## src/rtl/tskpq_pkg.sv

```systemverilog
// Shared types and constants for the two-key sorted priority queue.
package tskpq_pkg;

   localparam int CAPACITY = 16;
   localparam int COUNT_W  = $clog2(CAPACITY + 1);

   localparam int ROAD_W  = 8;
   localparam int KEY_W   = 16;
   localparam int CNT_OUT_W = 5;

   localparam logic FUNC_PUSH = 1'b0;
   localparam logic FUNC_POP  = 1'b1;

   typedef struct packed {
      logic [ROAD_W-1:0] road;
      logic [KEY_W-1:0]  density;
      logic [KEY_W-1:0]  wait_time;
   } entry_type;

   // operation broadcast to every cell
   typedef struct packed {
      logic      push;
      logic      pop;
      entry_type item;
   } cell_cmd_type;

   // what a cell shows its neighbors
   typedef struct packed {
      entry_type item;
      logic      valid;
      logic      ins;
   } cell_link_type;

   typedef struct packed {
      entry_type item;
      logic      valid;
   } cell_next_type;

endpackage

```

## src/rtl/two_key_sorted_priority_queue_unit.sv

```systemverilog
// Top level of the two-key sorted priority queue.
//
// Usage:
//   req channel: one beat is a push (req_tuser = 0) of an entry given in
//   req_tdata, or a pop of the head (req_tuser = 1, req_tdata ignored).
//   rsp channel: one beat per request with the head, the entry count and
//   the empty and dropped flags after that operation.
//   Entries stay ordered by density, then wait time, both larger first;
//   equal keys keep arrival order. A push to a full queue is dropped and
//   flagged; a pop on an empty queue changes nothing.
// Timing:
//   The response is registered and shows in the cycle after the request beat.
//   One request per cycle is taken while the response register is free or
//   being drained: every cell of the chain compares the new key and shifts
//   in the same cycle, so the cell compare and the one-slot shift set the rate.
// Reset clears all cell valid bits and the count; the queue starts empty.
// A stalled response holds its register; a new request is taken only in a
// cycle where that register is free or being drained.
module two_key_sorted_priority_queue_unit
   import tskpq_pkg::*;
(
   input  logic        clock,
   input  logic        reset,
   input  logic        req_tvalid,
   output logic        req_tready,
   input  logic [39:0] req_tdata,  // road_id[7:0], density[23:8], wait_time[39:24]
   input  logic        req_tuser,  // func: 0 push, 1 pop
   output logic        rsp_tvalid,
   input  logic        rsp_tready,
   output logic [47:0] rsp_tdata   // head_road[7:0], head_density[23:8],
                                   // head_wait[39:24], entry_count[44:40],
                                   // queue_empty[45], push_dropped[46], zero[47]
);

   logic               rsp_valid_ff, rsp_valid_in;
   logic [47:0]        rsp_data_ff, rsp_data_in;
   logic [COUNT_W-1:0] count_ff, count_in;

   logic          accept;
   logic          full;
   logic          dropped;
   cell_cmd_type  cmd;
   cell_link_type links [CAPACITY];
   cell_link_type left_bound, right_bound;
   cell_next_type head_next;
   entry_type     head;

   assign req_tready = !rsp_valid_ff || rsp_tready;
   assign accept     = req_tvalid && req_tready;
   assign full       = (count_ff == COUNT_W'(CAPACITY));

   assign cmd.item.road      = req_tdata[7:0];
   assign cmd.item.density   = req_tdata[23:8];
   assign cmd.item.wait_time = req_tdata[39:24];
   assign cmd.push = accept && (req_tuser == FUNC_PUSH) && !full;
   assign cmd.pop  = accept && (req_tuser == FUNC_POP);
   assign dropped  = accept && (req_tuser == FUNC_PUSH) && full;

   assign left_bound.item  = '0;
   assign left_bound.valid = 1'b1;
   assign left_bound.ins   = 1'b0;
   assign right_bound.item  = '0;
   assign right_bound.valid = 1'b0;
   assign right_bound.ins   = 1'b1;

   for (genvar i = 0; i < CAPACITY; i++) begin : g_cell
      if (i == 0) begin : g_head
         tskpq_cell u_cell (
            .clock   (clock),
            .reset   (reset),
            .cmd_i   (cmd),
            .left_i  (left_bound),
            .right_i (links[1]),
            .state_o (links[0]),
            .next_o  (head_next)
         );
      end else if (i == CAPACITY - 1) begin : g_tail
         tskpq_cell u_cell (
            .clock   (clock),
            .reset   (reset),
            .cmd_i   (cmd),
            .left_i  (links[i-1]),
            .right_i (right_bound),
            .state_o (links[i]),
            .next_o  ()
         );
      end else begin : g_mid
         tskpq_cell u_cell (
            .clock   (clock),
            .reset   (reset),
            .cmd_i   (cmd),
            .left_i  (links[i-1]),
            .right_i (links[i+1]),
            .state_o (links[i]),
            .next_o  ()
         );
      end
   end

   always_comb begin
      count_in = count_ff;
      if (cmd.push) begin
         count_in = count_ff + COUNT_W'(1);
      end else if (cmd.pop && (count_ff != '0)) begin
         count_in = count_ff - COUNT_W'(1);
      end
   end

   // empty queue reports a zero head
   assign head = head_next.valid ? head_next.item : '0;

   always_comb begin
      rsp_data_in = rsp_data_ff;
      rsp_valid_in = rsp_valid_ff;
      if (accept) begin
         rsp_valid_in = 1'b1;
         rsp_data_in  = {1'b0, dropped, (count_in == '0), CNT_OUT_W'(count_in),
                         head.wait_time, head.density, head.road};
      end else if (rsp_tready) begin
         rsp_valid_in = 1'b0;
      end
   end

   always_ff @(posedge clock) begin
      if (reset) begin
         rsp_valid_ff <= 1'b0;
         count_ff     <= '0;
      end else begin
         rsp_valid_ff <= rsp_valid_in;
         count_ff     <= count_in;
      end
   end

   always_ff @(posedge clock) begin
      rsp_data_ff <= rsp_data_in;
   end

   assign rsp_tvalid = rsp_valid_ff;
   assign rsp_tdata  = rsp_data_ff;

endmodule

```

## src/rtl/tskpq_cell.sv

```systemverilog
// One slot of the sorted chain: holds an entry and shifts with its neighbors.
module tskpq_cell
   import tskpq_pkg::*;
(
   input  logic          clock,
   input  logic          reset,
   input  cell_cmd_type  cmd_i,
   input  cell_link_type left_i,
   input  cell_link_type right_i,
   output cell_link_type state_o,
   output cell_next_type next_o
);

   entry_type entry_ff, entry_in;
   logic      valid_ff, valid_in;
   logic      outranked;
   logic      ins;

   // new key strictly ahead of the held one
   assign outranked = (cmd_i.item.density > entry_ff.density) ||
                      ((cmd_i.item.density == entry_ff.density) &&
                       (cmd_i.item.wait_time > entry_ff.wait_time));
   assign ins = !valid_ff || outranked;

   always_comb begin
      entry_in = entry_ff;
      valid_in = valid_ff;
      if (cmd_i.push) begin
         if (ins && !left_i.ins) begin
            entry_in = cmd_i.item;
            valid_in = 1'b1;
         end else if (ins) begin
            // insertion point lies to the left: shift right
            entry_in = left_i.item;
            valid_in = left_i.valid;
         end
      end else if (cmd_i.pop) begin
         entry_in = right_i.item;
         valid_in = right_i.valid;
      end
   end

   always_ff @(posedge clock) begin
      if (reset) begin
         valid_ff <= 1'b0;
      end else begin
         valid_ff <= valid_in;
      end
   end

   always_ff @(posedge clock) begin
      entry_ff <= entry_in;
   end

   assign state_o.item  = entry_ff;
   assign state_o.valid = valid_ff;
   assign state_o.ins   = ins;
   assign next_o.item   = entry_in;
   assign next_o.valid  = valid_in;

endmodule

```

## config.mk

```make
export PLATFORM = sky130hd
export DESIGN_NAME = two_key_sorted_priority_queue_unit
export DESIGN_NICKNAME = d
export VERILOG_FILES = /design/src/rtl/tskpq_pkg.sv /design/src/rtl/two_key_sorted_priority_queue_unit.sv /design/src/rtl/tskpq_cell.sv
export SDC_FILE = /design/constraint.sdc
export NUM_CORES = 2
export LEC_CHECK = 0
export BUFFER_PORTS_ARGS = -buffer_cell sky130_fd_sc_hd__buf_2
export CAP_MARGIN = 20
export CORE_MARGIN = 3
export CORE_UTILIZATION = 31
export CTS_BUF_LIST = sky130_fd_sc_hd__clkbuf_16
export DETAILED_ROUTE_END_ITERATION = 10
export GPL_ROUTABILITY_DRIVEN = 0
export SYNTH_ARGS = -nofsm -noshare
export SYNTH_HDL_FRONTEND = slang
export SYNTH_SLANG_ARGS = --single-unit
```

## constraint.sdc

```tcl
create_clock -name clock -period 18.06 [get_ports clock]
set_clock_uncertainty 0.15 [all_clocks]
set_input_delay 0.903 -clock clock [delete_from_list [all_inputs] [get_ports clock]]
set_output_delay 0.903 -clock clock [all_outputs]
set_load 0.02 [all_outputs]
```

==> impl_metrics.env <==
export IMPL_slowest_delay_ns=0.94
export IMPL_dr_pass1_iters=6
export IMPL_clk_pin_slew_ns=0.06
export IMPL_fillers=15200
export IMPL_initial_core_util=0.313
export IMPL_ys_warn_count=0
export IMPL_power_leakage_nw=21.5
export IMPL_vias=37900
export IMPL_drt_initial_drc_count=3473
export IMPL_routedWlPerCell_um=21.4
export IMPL_cts_tree="built"
export IMPL_cts_resized=0
export IMPL_reg2reg_slack_ns=13.11
export IMPL_crit_required_ns=18.27
export IMPL_ir_drop_mv=0.0706
export IMPL_cpLargestDelayFamily="simple AND/OR/NAND/NOR gates"
export IMPL_first_global_vias=37300
export IMPL_vias_per_cell=5.59
export IMPL_rsz0062_at_grt="no"
export IMPL_syn_area_um2=47000
export IMPL_grt_usage=0.180
export IMPL_powerDensity_nw_per_um2=96.6
export IMPL_utilization=0.349
export IMPL_worst_pin_slew_ns=1.24
export IMPL_io_pins=95
export IMPL_dp_hpwl_um=102000
export IMPL_synth_edf_count=647
export IMPL_maxSlewHeadroom=0.173
export IMPL_rows=142
export IMPL_cts_root_buf="clkbuf_16"
export IMPL_status="completed"
export IMPL_areaGrowthSynthToFinish_pct=11.5
export IMPL_hold_violations=0
export IMPL_crit_arrival_ns=5.19
export IMPL_grt_met1_usage=0.250
export IMPL_drc=0
export IMPL_synthArstFlopShare=0
export IMPL_finalWirelength_um=145000
export IMPL_slew_viol_final=0
export IMPL_die_h_um=396
export IMPL_ant_nets=0
export IMPL_core_area_um2=150000
export IMPL_fin_crit_sh=0.276
export IMPL_layout_min_cycle_time_ns=4.98
export IMPL_fmax_mhz=201
export IMPL_ys_flop_type="edfxtp_1"
export IMPL_crit_type="in -> reg"
export IMPL_cp_cell_sequence="buf_2 -> ha_1 -> nand4_1 -> or4_1 -> nand3_1 -> a31oi_1 -> a211oi_1 -> nand2_4 -> nand3_1 -> o211ai_1"
export IMPL_total_power_mw=5.07
export IMPL_crit_path_max_fanout=80
export IMPL_hold_start="req_tvalid"
export IMPL_cts_max_level=3
export IMPL_antenna_found_initial=5
export IMPL_grtUsageMet2=0.283
export IMPL_clock_sinks=709
export IMPL_r2r_start="count_ff[1]$_SDFF_PP0_"
export IMPL_critPathSlowestCell="a211oi_1"
export IMPL_synthCells=4779
export IMPL_hold_end="rsp_tvalid$_SDFFE_PP0P_"
export IMPL_reg2reg_to="g_cell[1].g_mid.u_cell.state_o[22]$_DFFE_PP_"
export IMPL_dieArea_um2=156000
export IMPL_crit_buf_inv=1
export IMPL_use_met3=0.0223
export IMPL_finalSetupTns_ns=0
export IMPL_grt_start_max_net_pins=231
export IMPL_yosysUniqueCellTypes=63
export IMPL_setup_viol=0
export IMPL_hold_depth=3
export IMPL_grt_ovfl_total=0
export IMPL_cts_made_buffers=86
export IMPL_portBuffers=93
export IMPL_syn_nets=5338
export IMPL_postCtsSetupBuffers=0
export IMPL_cts_buffer_depth=3
export IMPL_clk_latency_ns=0.70
export IMPL_cts_hold_fix_buffers=0
export IMPL_path_common_cell="nand3_1"
export IMPL_drv_cap=0
export IMPL_drive_gt1_frac=0.0684
export IMPL_worstRegToRegCells=10
export IMPL_nNetsFinal=5256
export IMPL_synth_seq_cells=709
export IMPL_multiInputGateArea_um2=23400
export IMPL_hold_path_class="in -> reg"
export IMPL_die_width_um=396
export IMPL_grt_busiest_layer="met2"
export IMPL_critical_path_startpoint_type="input port"
export IMPL_seq_area_frac_synth=0.439
export IMPL_grt_pass1_wl_um=223000
export IMPL_seq_area_um2=20700
export IMPL_synth_area_per_cell_um2=9.84
export IMPL_end_kind="flop"
## layout by cell type, fill, tap and decap left out, drive strengths merged, types with 4 or more instances in the layout
master    instances
o211a            12
a311oi            6
clkbuf           88
o221ai          211
edfxtp          647
a221o            77
and3             12
and2              4
a22oi            62
ha              514
nand3           281
clkinv           31
clkinvlp          4
a2111oi           6
nand2b           10
or4               9
and4             10
nor2            144
o31ai             8
a31oi            86
a211oi            7
or3              15
a22o             11
inv             542
nand2           479
buf             156
o21a              8
nor2b            42
nor4             17
dfxtp            62
a21oi           227
o211ai           53
o21ai           385
nor3             28
bufinv           10
mux2i           290
nand4           109
a221oi           17
a21o             55
## cells in the mapped netlist, types with 11 or more instances
cell | count | area share
a31oi_1 | 86 | 0.011
o21ai_1 | 90 | 0.0096
inv_1 | 513 | 0.041
edfxtp_1 | 647 | 0.41
or3_1 | 15 | 0.0020
clkbuf_1 | 274 | 0.022
dfxtp_1 | 62 | 0.026
nand2_1 | 479 | 0.038
nand3_1 | 281 | 0.030
o211ai_1 | 53 | 0.0085
a21oi_1 | 226 | 0.024
a221o_1 | 77 | 0.016
nor3_1 | 28 | 0.0030
nand4_1 | 109 | 0.014
ha_1 | 514 | 0.14
nor2_1 | 144 | 0.011
o21ai_0 | 295 | 0.031
a22o_1 | 11 | 0.0020
buf_2 | 22 | 0.0023
nor4_1 | 17 | 0.0023
nor2b_1 | 42 | 0.0056
buf_4 | 15 | 0.0024
a22oi_1 | 62 | 0.0099
o211a_1 | 12 | 0.0026
and3_1 | 12 | 0.0016
mux2i_1 | 290 | 0.062
a21o_1 | 55 | 0.0088
o221ai_1 | 211 | 0.039
a221oi_1 | 17 | 0.0032
buf_1 | 15 | 0.0012
## area by class of cell
type                       count  area share
antenna                        3    0.000143
clock buffer                  87      0.0415
clock inverter                73      0.0136
inverter                     514      0.0368
multi-input combinational   3229       0.447
sequential                   709       0.394
tap                         2016      0.0481
timing repair buffer         157      0.0189
## how the worst max path moves through the flow
stage                           start                                             to  slack [ns]  depth (start not counted)
5_1_grt        count_ff[1]$_SDFF_PP0_   g_cell[1].g_mid.u_cell.state_o[26]$_DFFE_PP_       12.69                         10
4_1_cts        count_ff[0]$_SDFF_PP0_   g_cell[1].g_mid.u_cell.state_o[22]$_DFFE_PP_       13.12                         10
3_5_place_dp             req_tdata[8]   g_cell[14].g_mid.u_cell.state_o[2]$_DFFE_PP_       12.41                         11
6_report                req_tdata[31]   g_cell[3].g_mid.u_cell.state_o[38]$_DFFE_PP_       13.08                         10
2_1_floorplan            req_tdata[8]  g_cell[14].g_mid.u_cell.valid_ff$_SDFFE_PP0P_       11.57                         11
3_3_place_gp             req_tdata[8]   g_cell[14].g_mid.u_cell.state_o[2]$_DFFE_PP_       12.46                         11
## cells by family after synthesis
family,Yosys count,synth area share
mux,290,0.0617
buf+inv,841,0.0690
xor+xnor,3,0.000559
compound gates,1252,0.177
flops,709,0.439
simple gates,1169,0.115
fa+ha+maj,514,0.137
other cells,1,0.0000797
## where the power goes
part           internal [mW]  switching (mW)  total (mW)
logic                  0.390           0.700        1.09
registers               2.04           0.128        2.17
clock network           1.03           0.778        1.81
total                   3.46            1.61        5.07
## sequential cells by signal (all words and copies together), names as in the netlist
signal,count
g_cell.g_head.u_cell.valid_ff,1
rsp_tvalid,1
g_cell.g_mid.u_cell.state_o,560
g_cell.g_head.u_cell.state_o,40
count_ff,5
rsp_tdata,47
g_cell.g_tail.u_cell.valid_ff,1
g_cell.g_mid.u_cell.valid_ff,14
g_cell.g_tail.u_cell.state_o,40
## through the flow
stage / hold WS (ns) / std cells / instance area [µm²] / setup slack (ns)
2_1_floorplan: 0.300 / 4779 / 47000 / 11.57
3_3_place_gp: 0.317 / 6623 / 49500 / 12.46
3_5_place_dp: 0.322 / 6623 / 49500 / 12.41
4_1_cts: 0.278 / 6783 / 52400 / 13.12
5_1_grt: 0.323 / 6786 / 52500 / 12.69
6_report: 0.325 / 6788 / 52500 / 13.08
## layer usage
layer	up-vias	routed length, µm
met2	1165	65000
met4	2	5660
met1	18700	65700
met5	-	13
met3	216	8780
li1	17800	-
## worst min-delay path, cell delays in order
cell and delay [ns]:
buf_2 0.11, inv_1 0.04, a21oi_1 0.05
Note: power is estimated with default switching activity, not from simulation.
